==> config.mk <==
export PLATFORM = sky130hd
export DESIGN_NAME = modbus_load_cell_reply_filter_top
export DESIGN_NICKNAME = d
export VERILOG_FILES = /design/src/design/mlcrf_pkg.sv /design/src/design/modbus_load_cell_reply_filter_top.sv
export SDC_FILE = /design/constraint.sdc
export NUM_CORES = 2
export LEC_CHECK = 0
export BUFFER_PORTS_ARGS = -buffer_cell sky130_fd_sc_hd__buf_2
export CORE_AREA = 2 2 292 438
export CTS_CLUSTER_DIAMETER = 50
export DETAILED_ROUTE_END_ITERATION = 8
export DIE_AREA = 0 0 294 440
export PLACE_DENSITY_LB_ADDON = 0.25
export SLEW_MARGIN = 15
export SYNTH_ARGS = -nofsm -noshare
export SYNTH_HDL_FRONTEND = slang
export SYNTH_SLANG_ARGS = --single-unit
==> constraint.sdc <==
create_clock -name clk -period 9.5 [get_ports clk]
set_clock_uncertainty 0.2 [all_clocks]
set_input_delay 0 -clock clk [delete_from_list [all_inputs] [get_ports clk]]
set_output_delay 0 -clock clk [all_outputs]
set_load 0.03 [all_outputs]
==> src/design/mlcrf_pkg.sv <==
// Shared types, constants and helper functions for the load-cell reply filter.
`default_nettype none

package mlcrf_pkg;

  // Width of the scaled gram values (signed fixed point)
  localparam int VALUE_WIDTH = 40;

  // Frame layout
  localparam logic [3:0]  FRAME_LEN  = 4'd9;
  localparam logic [7:0]  FUNC_READ  = 8'h03;
  localparam logic [7:0]  BYTE_COUNT = 8'h04;

  // Modbus CRC-16
  localparam logic [15:0] CRC_INIT = 16'hFFFF;
  localparam logic [15:0] CRC_POLY = 16'hA001;

  // Configuration register indexes
  localparam logic [1:0] REG_STATION_ADDRESS = 2'd0;
  localparam logic [1:0] REG_SMOOTHING_GAIN  = 2'd1;
  localparam logic [1:0] REG_GRAMS_PER_COUNT = 2'd2;

  // Configuration reset values
  localparam logic [7:0]  RST_STATION_ADDRESS = 8'd1;
  localparam logic [15:0] RST_SMOOTHING_GAIN  = 16'd9830;
  localparam logic [31:0] RST_GRAMS_PER_COUNT = 32'd681783;

  typedef struct packed {
    logic [7:0] rx_byte;
    logic       last_in_buffer;
  } in_beat_t;

  typedef struct packed {
    logic                          frame_status;
    logic signed [31:0]            raw_reading;
    logic signed [VALUE_WIDTH-1:0] median_grams;
    logic signed [VALUE_WIDTH-1:0] filtered_grams;
  } out_beat_t;

  typedef enum logic [3:0] {
    ST_IDLE,
    ST_CHECK,
    ST_CRC,
    ST_CMP,
    ST_MUL_SCALE,
    ST_SCALE,
    ST_TAPS,
    ST_MED,
    ST_SEED,
    ST_DIFF,
    ST_MUL_LO,
    ST_MUL_HI,
    ST_ACC,
    ST_STEP
  } state_t;

  // One byte of the reflected CRC-16: eight shift/xor steps
  function automatic logic [15:0] crc_byte(input logic [15:0] crc_in,
                                           input logic [7:0]  data);
    logic [15:0] c;
    c = crc_in ^ {8'h00, data};
    for (int b = 0; b < 8; b++) begin
      if (c[0]) begin
        c = (c >> 1) ^ CRC_POLY;
      end else begin
        c = c >> 1;
      end
    end
    return c;
  endfunction

  // Median of three signed values
  function automatic logic signed [VALUE_WIDTH-1:0] median3(
      input logic signed [VALUE_WIDTH-1:0] a,
      input logic signed [VALUE_WIDTH-1:0] b,
      input logic signed [VALUE_WIDTH-1:0] c);
    if ((a <= b && b <= c) || (c <= b && b <= a)) begin
      return b;
    end
    if ((b <= a && a <= c) || (c <= a && a <= b)) begin
      return a;
    end
    return c;
  endfunction

endpackage

`default_nettype wire

==> src/design/modbus_load_cell_reply_filter_top.sv <==
// Top level: Modbus load-cell reply parser with CRC check, scaling, median and low-pass.
//
// Usage:
//   in_*  : one received byte per beat (rx_byte, last_in_buffer). A 9-byte
//           sliding window is kept; a window that starts with station_address,
//           0x03, 0x04 is checked as a frame and produces one out beat.
//   out_* : frame_status (0 good, 1 CRC error), raw_reading, median_grams,
//           filtered_grams (signed Q.FRACTION_BITS grams).
//   cfg_* : register write port, index 0 station_address, 1 smoothing_gain,
//           2 grams_per_count; user writes them only while idle, unchecked by the block.
// Timing:
//   A byte that does not complete the window is taken in ST_IDLE and in_ready
//   stays high. A full window with a wrong header passes through ST_CHECK only.
//   A frame runs the CRC one byte per cycle over bytes 0 to 6, then compares it
//   in ST_CMP; a CRC error loads the out beat from ST_CMP, while a good frame
//   goes through the shared 32x32 multiplier three times and loads the out beat
//   from ST_STEP.
// Reset (rst, synchronous): window empty, median taps and filter state zero,
//   registers at their reset values, no out beat pending.
// Stall: the result sits in an output register; bytes keep being accepted
//   while it waits. A later result holds the sequencer until out_ready takes
//   the pending beat.
`default_nettype none

module modbus_load_cell_reply_filter_top
  import mlcrf_pkg::*;
#(
  parameter int FRACTION_BITS = 16
) (
  input  wire logic        clk,
  input  wire logic        rst,
  input  wire logic        in_valid,
  output logic             in_ready,
  input  wire in_beat_t    in_data,
  output logic             out_valid,
  input  wire logic        out_ready,
  output out_beat_t        out_data,
  input  wire logic        cfg_write,
  input  wire logic [1:0]  cfg_index,
  input  wire logic [31:0] cfg_data
);

  localparam int VW     = VALUE_WIDTH;
  localparam int ACC_W  = VW + 16;
  localparam int SH     = 32 - FRACTION_BITS;
  localparam logic [63:0] RND_BIT = 64'd1 << (SH - 1);
  localparam logic [63:0] LIM     = 64'd1 << (VW - 1);
  localparam int LP_THR_INT = ((1 << FRACTION_BITS) + 999) / 1000;
  localparam logic signed [VW-1:0] LP_THR = VW'(LP_THR_INT);
  localparam logic [ACC_W-1:0] HALF_LSB = ACC_W'(32'h8000);

  // Configuration registers
  logic [7:0]  station_address;
  logic [15:0] smoothing_gain;
  logic [31:0] grams_per_count;

  // Sequencer
  state_t state, state_next;
  logic   out_hold;
  logic   out_load;

  // Byte window
  logic [7:0] win [9];
  logic [3:0] fill;
  logic       last_q;
  logic       hdr_ok;

  // CRC engine
  logic [15:0] crc;
  logic [2:0]  crc_idx;

  // Shared multiplier
  logic [31:0] mul_a, mul_b;
  logic [63:0] mul_p;
  logic [63:0] prod;

  // Scaling
  logic [31:0]          raw_u;
  logic [31:0]          raw_mag;
  logic                 raw_neg;
  logic [63:0]          rnd_sum;
  logic [63:0]          scaled_mag;
  logic [63:0]          sat_mag;
  logic signed [VW-1:0] grams;
  logic signed [VW-1:0] grams_val;

  // Median
  logic signed [VW-1:0] taps [3];
  logic [1:0]           slot;
  logic [1:0]           slot_eff;
  logic                 taps_zero;
  logic signed [VW-1:0] med;

  // Low-pass
  logic signed [VW-1:0] smoothed;
  logic signed [VW-1:0] s_eff;
  logic                 lp_small;
  logic [VW:0]          diff;
  logic [VW:0]          diff_neg;
  logic                 ge;
  logic [63:0]          d64;
  logic [ACC_W-1:0]     acc;
  logic [95:0]          hi_shift;
  logic [VW-1:0]        q;
  logic signed [VW-1:0] s_new;

  // ---------------------------------------------------------------- config
  always_ff @(posedge clk) begin
    if (rst) begin
      station_address <= RST_STATION_ADDRESS;
      smoothing_gain  <= RST_SMOOTHING_GAIN;
      grams_per_count <= RST_GRAMS_PER_COUNT;
    end else if (cfg_write) begin
      unique case (cfg_index)
        REG_STATION_ADDRESS: station_address <= cfg_data[7:0];
        REG_SMOOTHING_GAIN:  smoothing_gain  <= cfg_data[15:0];
        REG_GRAMS_PER_COUNT: grams_per_count <= cfg_data;
        default: ;  // index beyond the list is ignored
      endcase
    end
  end

  // ---------------------------------------------------------- combinational
  assign hdr_ok = (win[0] == station_address) && (win[1] == FUNC_READ) &&
                  (win[2] == BYTE_COUNT);

  assign raw_u   = {win[3], win[4], win[5], win[6]};
  assign raw_neg = raw_u[31];
  assign raw_mag = raw_neg ? (32'd0 - raw_u) : raw_u;

  // Round to nearest (ties away) on the magnitude, then saturate
  assign rnd_sum    = prod + RND_BIT;
  assign scaled_mag = rnd_sum >> SH;
  always_comb begin
    if (raw_neg) begin
      sat_mag = (scaled_mag > LIM) ? LIM : scaled_mag;
      grams   = VW'(VW'(0) - sat_mag[VW-1:0]);
    end else begin
      sat_mag = (scaled_mag > LIM - 64'd1) ? (LIM - 64'd1) : scaled_mag;
      grams   = sat_mag[VW-1:0];
    end
  end

  assign slot_eff  = (slot == 2'd3) ? 2'd0 : slot;
  assign taps_zero = (taps[0] == '0) && (taps[1] == '0) && (taps[2] == '0);

  assign lp_small = (smoothed < LP_THR) && (smoothed > -LP_THR);

  assign diff     = {med[VW-1], med} - {s_eff[VW-1], s_eff};
  assign diff_neg = (VW+1)'(0) - diff;

  assign hi_shift = {prod, 32'd0};
  assign q        = acc[ACC_W-1:16];
  assign s_new    = ge ? (s_eff + q) : (s_eff - q);

  // Shared 32x32 multiplier
  always_comb begin
    unique case (state)
      ST_MUL_SCALE: begin
        mul_a = raw_mag;
        mul_b = grams_per_count;
      end
      ST_MUL_LO: begin
        mul_a = d64[31:0];
        mul_b = {16'd0, smoothing_gain};
      end
      ST_MUL_HI: begin
        mul_a = d64[63:32];
        mul_b = {16'd0, smoothing_gain};
      end
      default: begin
        mul_a = '0;
        mul_b = '0;
      end
    endcase
  end
  assign mul_p = {32'd0, mul_a} * {32'd0, mul_b};

  // ------------------------------------------------------------- sequencer
  assign out_hold = out_valid && !out_ready;
  assign in_ready = (state == ST_IDLE);
  // a new out beat is loaded on a CRC error or at the end of a good frame
  assign out_load = !out_hold &&
                    (((state == ST_CMP) && (crc != {win[8], win[7]})) ||
                     (state == ST_STEP));

  always_ff @(posedge clk) begin
    if (rst) begin
      state <= ST_IDLE;
    end else begin
      state <= state_next;
    end
  end

  always_comb begin
    state_next = state;
    unique case (state)
      ST_IDLE: begin
        if (in_valid && fill == FRAME_LEN - 4'd1) begin
          state_next = ST_CHECK;
        end
      end
      ST_CHECK:     state_next = hdr_ok ? ST_CRC : ST_IDLE;
      ST_CRC:       state_next = (crc_idx == 3'd6) ? ST_CMP : ST_CRC;
      ST_CMP: begin
        if (crc == {win[8], win[7]}) begin
          state_next = ST_MUL_SCALE;
        end else if (!out_hold) begin
          state_next = ST_IDLE;
        end
      end
      ST_MUL_SCALE: state_next = ST_SCALE;
      ST_SCALE:     state_next = ST_TAPS;
      ST_TAPS:      state_next = ST_MED;
      ST_MED:       state_next = ST_SEED;
      ST_SEED:      state_next = ST_DIFF;
      ST_DIFF:      state_next = ST_MUL_LO;
      ST_MUL_LO:    state_next = ST_MUL_HI;
      ST_MUL_HI:    state_next = ST_ACC;
      ST_ACC:       state_next = ST_STEP;
      ST_STEP:      state_next = out_hold ? ST_STEP : ST_IDLE;
      default:      state_next = ST_IDLE;
    endcase
  end

  // --------------------------------------------------------------- datapath
  always_ff @(posedge clk) begin
    if (rst) begin
      fill      <= '0;
      taps[0]   <= '0;
      taps[1]   <= '0;
      taps[2]   <= '0;
      slot      <= '0;
      smoothed  <= '0;
      out_valid <= 1'b0;
    end else begin
      if (out_load) begin
        out_valid <= 1'b1;
      end else if (!out_hold) begin
        out_valid <= 1'b0;
      end
      unique case (state)
        ST_IDLE: begin
          if (in_valid) begin
            win[fill] <= in_data.rx_byte;
            last_q    <= in_data.last_in_buffer;
            if (fill != FRAME_LEN - 4'd1) begin
              fill <= in_data.last_in_buffer ? 4'd0 : fill + 4'd1;
            end
          end
        end
        ST_CHECK: begin
          crc     <= CRC_INIT;
          crc_idx <= '0;
          if (hdr_ok) begin
            fill <= '0;
          end else begin
            // drop the oldest byte
            for (int i = 0; i < 8; i++) begin
              win[i] <= win[i+1];
            end
            fill <= last_q ? 4'd0 : FRAME_LEN - 4'd1;
          end
        end
        ST_CRC: begin
          crc     <= crc_byte(crc, win[{1'b0, crc_idx}]);
          crc_idx <= crc_idx + 3'd1;
        end
        ST_CMP: begin
          if (crc != {win[8], win[7]} && !out_hold) begin
            out_data.frame_status   <= 1'b1;
            out_data.raw_reading    <= '0;
            out_data.median_grams   <= '0;
            out_data.filtered_grams <= smoothed;
          end
        end
        ST_MUL_SCALE: prod <= mul_p;
        ST_SCALE:     grams_val <= grams;
        ST_TAPS: begin
          // seed all taps when they are all zero, then write the current slot
          for (int i = 0; i < 3; i++) begin
            if (slot_eff == 2'(i)) begin
              taps[i] <= grams_val;
            end else if (taps_zero) begin
              taps[i] <= grams_val;
            end
          end
          slot <= (slot_eff == 2'd2) ? 2'd0 : slot_eff + 2'd1;
        end
        ST_MED:  med   <= median3(taps[0], taps[1], taps[2]);
        ST_SEED: s_eff <= lp_small ? med : smoothed;
        ST_DIFF: begin
          ge  <= ~diff[VW];
          d64 <= 64'(diff[VW] ? diff_neg[VW-1:0] : diff[VW-1:0]);
        end
        ST_MUL_LO: prod <= mul_p;
        ST_MUL_HI: begin
          prod <= mul_p;
          acc  <= prod[ACC_W-1:0] + HALF_LSB;
        end
        ST_ACC: acc <= acc + hi_shift[ACC_W-1:0];
        ST_STEP: begin
          if (!out_hold) begin
            smoothed                <= s_new;
            out_data.frame_status   <= 1'b0;
            out_data.raw_reading    <= raw_u;
            out_data.median_grams   <= med;
            out_data.filtered_grams <= s_new;
          end
        end
        default: ;
      endcase
    end
  end

endmodule

`default_nettype wire
==> impl_metrics.toml <==
[clock_network]
clock_tree.buffer_depth = 3
htreeDepth = 3
clk_pin_slew_ns = 0.07
cts_buffers = 77
cts.sinks = 700
clkLatencyLatePin_ns = 0.73
cts_tree = "yes"
root_buffer = "clkbuf_16"

[placement]
io_buffers = 162
place_area_um2 = 80400
dp_hpwl_um = 241000
place_congestion = 1.11

[drt]
antenna_left = 0
routed_wl_um = 305000
dr.first_iter.drc_count = 6005
drc = 0
vias = 64104
wl_per_cell_um = 30.0
via_per_inst = 6.30
dr.pass1.iters = 6

[sta]
period_share_pct = 105
setup_viol = 27
timing.setup.tns_ns = -7.71
finalHoldViolCount = 0
tightest_slew_ns = 1.18
grt_setup_unrepaired = "yes"
timing.hold.ws_ns = 0.0633
relSlewSlack_pct = 20.8
fin_crit_ns = 10.01
final_max_slew_viol_count = 0
fmax_mhz = 99.9
final.setup.worst_slack_ns = -0.508

[floorplan]
chipHeight_um = 440
core_area_um2 = 126000
io_pins = 163
fp-row-count = 160
die_area_um2 = 129000
dieWidth_um = 294
initial_core_util_pct = 58.3

[critical_path]
cp_max_fo = 5
start_kind = "flip-flop"
cp_slowest_cell = "fa_1"
path_buf_inv = 9
crit_required_ns = 9.75
worstPathArrival_ns = 10.26
crit_path_end_kind = "flip-flop"
max_stage_delay_ns = 0.56
path_common_cell = "fa_1"
crit_family = "adder cells"
critical_path_class = "flip-flop to flip-flop"

[global_route]
grt_usage_pct = 47.6
grt_pass1_wl_um = 437000
grt_max_degree = 85
antenna_found_initial = 15
grt_pass1_vias = 65013
gr-total-overflow = 0

[yosys]
synth_cell_types = 99
syn_avg_cell_area_um2 = 9.36
ys.flop_type = "edfxtp_1"
synth-seq-area-share_pct = 27.1
synth_area_um2 = 73500
yosys_warnings = 0
syn-num-nets = 9296
synth_seq_cells = 700
async_flop_share_pct = 0
synth_edf_count = 590
synth_cells = 7851

[power_and_ir_drop]
design_power_total_w = 0.00784
p_leak_nw = 38.4
power.density_nw_per_um2 = 91.8
vdd_drop_max_mv = 0.146

[flow_run]
drv_cap = 0

[layout]
final_area_um2 = 85500
nNetsFinal = 9929
final_core_util_pct = 67.9
drive_above_1_share_pct = 14.7
area_delta_synth_final_pct = 16.4
fillers = 9855

[outcome]
outcome = "finished with violations"
violations = "negative setup slack"

[worst_hold_path]
min_path_type = "input pin to flip-flop"
==> placed cells by master, fill, tap and decap left out, drive strengths merged, types with 23 or more instances in the layout <==
cell type    netlist  layout
xor2             148     148
mux2              39      39
a22oi             81      81
nand2b            48      48
nor3              83      83
fa               899     899
a22o              23      23
a21o             142     142
nor2b            116     116
nand4             94      94
nand2           1002    1002
a31oi             77      77
inv             1126    1138
and3              54      54
o21ai            269     269
xnor2            209     209
clkinv             2      33
o31ai             29      29
o21a              71      71
buf               39     821
or2               26      26
a211oi            28      28
dlygate4sd3        0     114
and2             107     107
o21bai            23      23
nand3            111     111
mux2i             26      26
a21oi            302     302
nor4              74      74
nor2             823     823
dfxtp            110     110
edfxtp           590     590
ha               498     498
clkbuf           342      92
==> sequential cells by signal (all words and copies together), names as in the netlist, 8 cells and up, named ones only <==
register and cells:
grams_val 40, station_address 8, smoothing_gain 16, prod 64, d64 40, crc 16
s_eff 40, smoothed 40, med 40, taps 120, out_data 113, acc 40
grams_per_count 32, win 72
==> cells in the mapped netlist (110+ instances only) <==
cell      number  area share [%]
a21o_1       140             1.4
a21oi_1      300             2.0
clkbuf_1     339             1.7
dfxtp_1      110             3.0
edfxtp_1     590              24
fa_1         899              25
ha_1         498             8.5
inv_1       1126             5.8
nand2_1     1002             5.1
nand3_1      110            0.75
nor2_1       822             4.2
nor2b_1      116            0.99
o21ai_0      253             1.7
xnor2_1      209             2.5
xor2_1       148             1.8
==> power by group <==
part	internal [W]	switching, W
Clock	0.00166	0.00143
Sequential	0.00345	0.000116
Combinational	0.000466	0.000723
==> through the flow <==
stage	std cells	setup slack [ns]
global placement	9868	-0.712
global route	10169	-0.749
finish	10181	-0.508
detailed placement	9868	-0.799
CTS	10143	-0.389
floorplan	7851	-0.0280
==> cells by family after synthesis <==
family                     count (synthesis)  synth area share, %
adders and majority gates               1397                 33.0
DFF                                      700                 27.1
buffers and inverters                   1509                 7.76
and+or+nand+nor                         2623                 16.0
muxes                                     81                 1.44
AOI/OAI and AO/OA                       1182                 10.3
xor gates and xnor gates                 359                 4.32
==> per-layer routing <==
layer	part of all wire [%]	up-vias	track usage [%]	wire length [um]
met5	0.0079	-	0.0750	24
met4	15	4	53.4	44200
met3	9.0	1678	13.1	27500
met2	47	3951	77.6	143000
met1	30	31353	46.1	90000
li1	-	27118	-	-
==> what timing repair did <==
item,CTS,global route
pin swaps,45,120
buffers inserted,18,30
setup endpoints to repair,32,34
hold buffers,114,0
resized for setup,87,151
endpoints found under the hold margin,194,0
==> tightest hold or removal path, delay by kind of cell <==
kind | cells | cell delay [ns]
buffers and inverters | 2 | 0.81
AND/OR/NAND/NOR | 1 | 0.14
==> path summary, 6_finish.rpt <==
path                             from                  end  slack, ns  depth (start not counted)
setup / recovery            win[5][1]             prod[55]      -0.51                         37
setup reg to reg            win[5][1]             prod[55]      -0.51                         37
hold reg to reg   grams_per_count[27]  grams_per_count[27]       0.28                          2
hold / removal                    rst          smoothed[7]       0.06                          3
==> layout make-up <==
class | count | area [um^2] | area share, %
clock buffers | 92 | 2060 | 2.40
diodes | 13 | 32.5 | 0.0381
well taps | 1620 | 2030 | 2.37
repair buffers | 935 | 7740 | 9.05
flip-flops and latches | 700 | 19900 | 23.3
multi-input cells | 5642 | 48900 | 57.3
inverters | 1128 | 4240 | 4.96
clock inverters | 51 | 523 | 0.612
No activity file was read; power rests on OpenSTA's default activity.
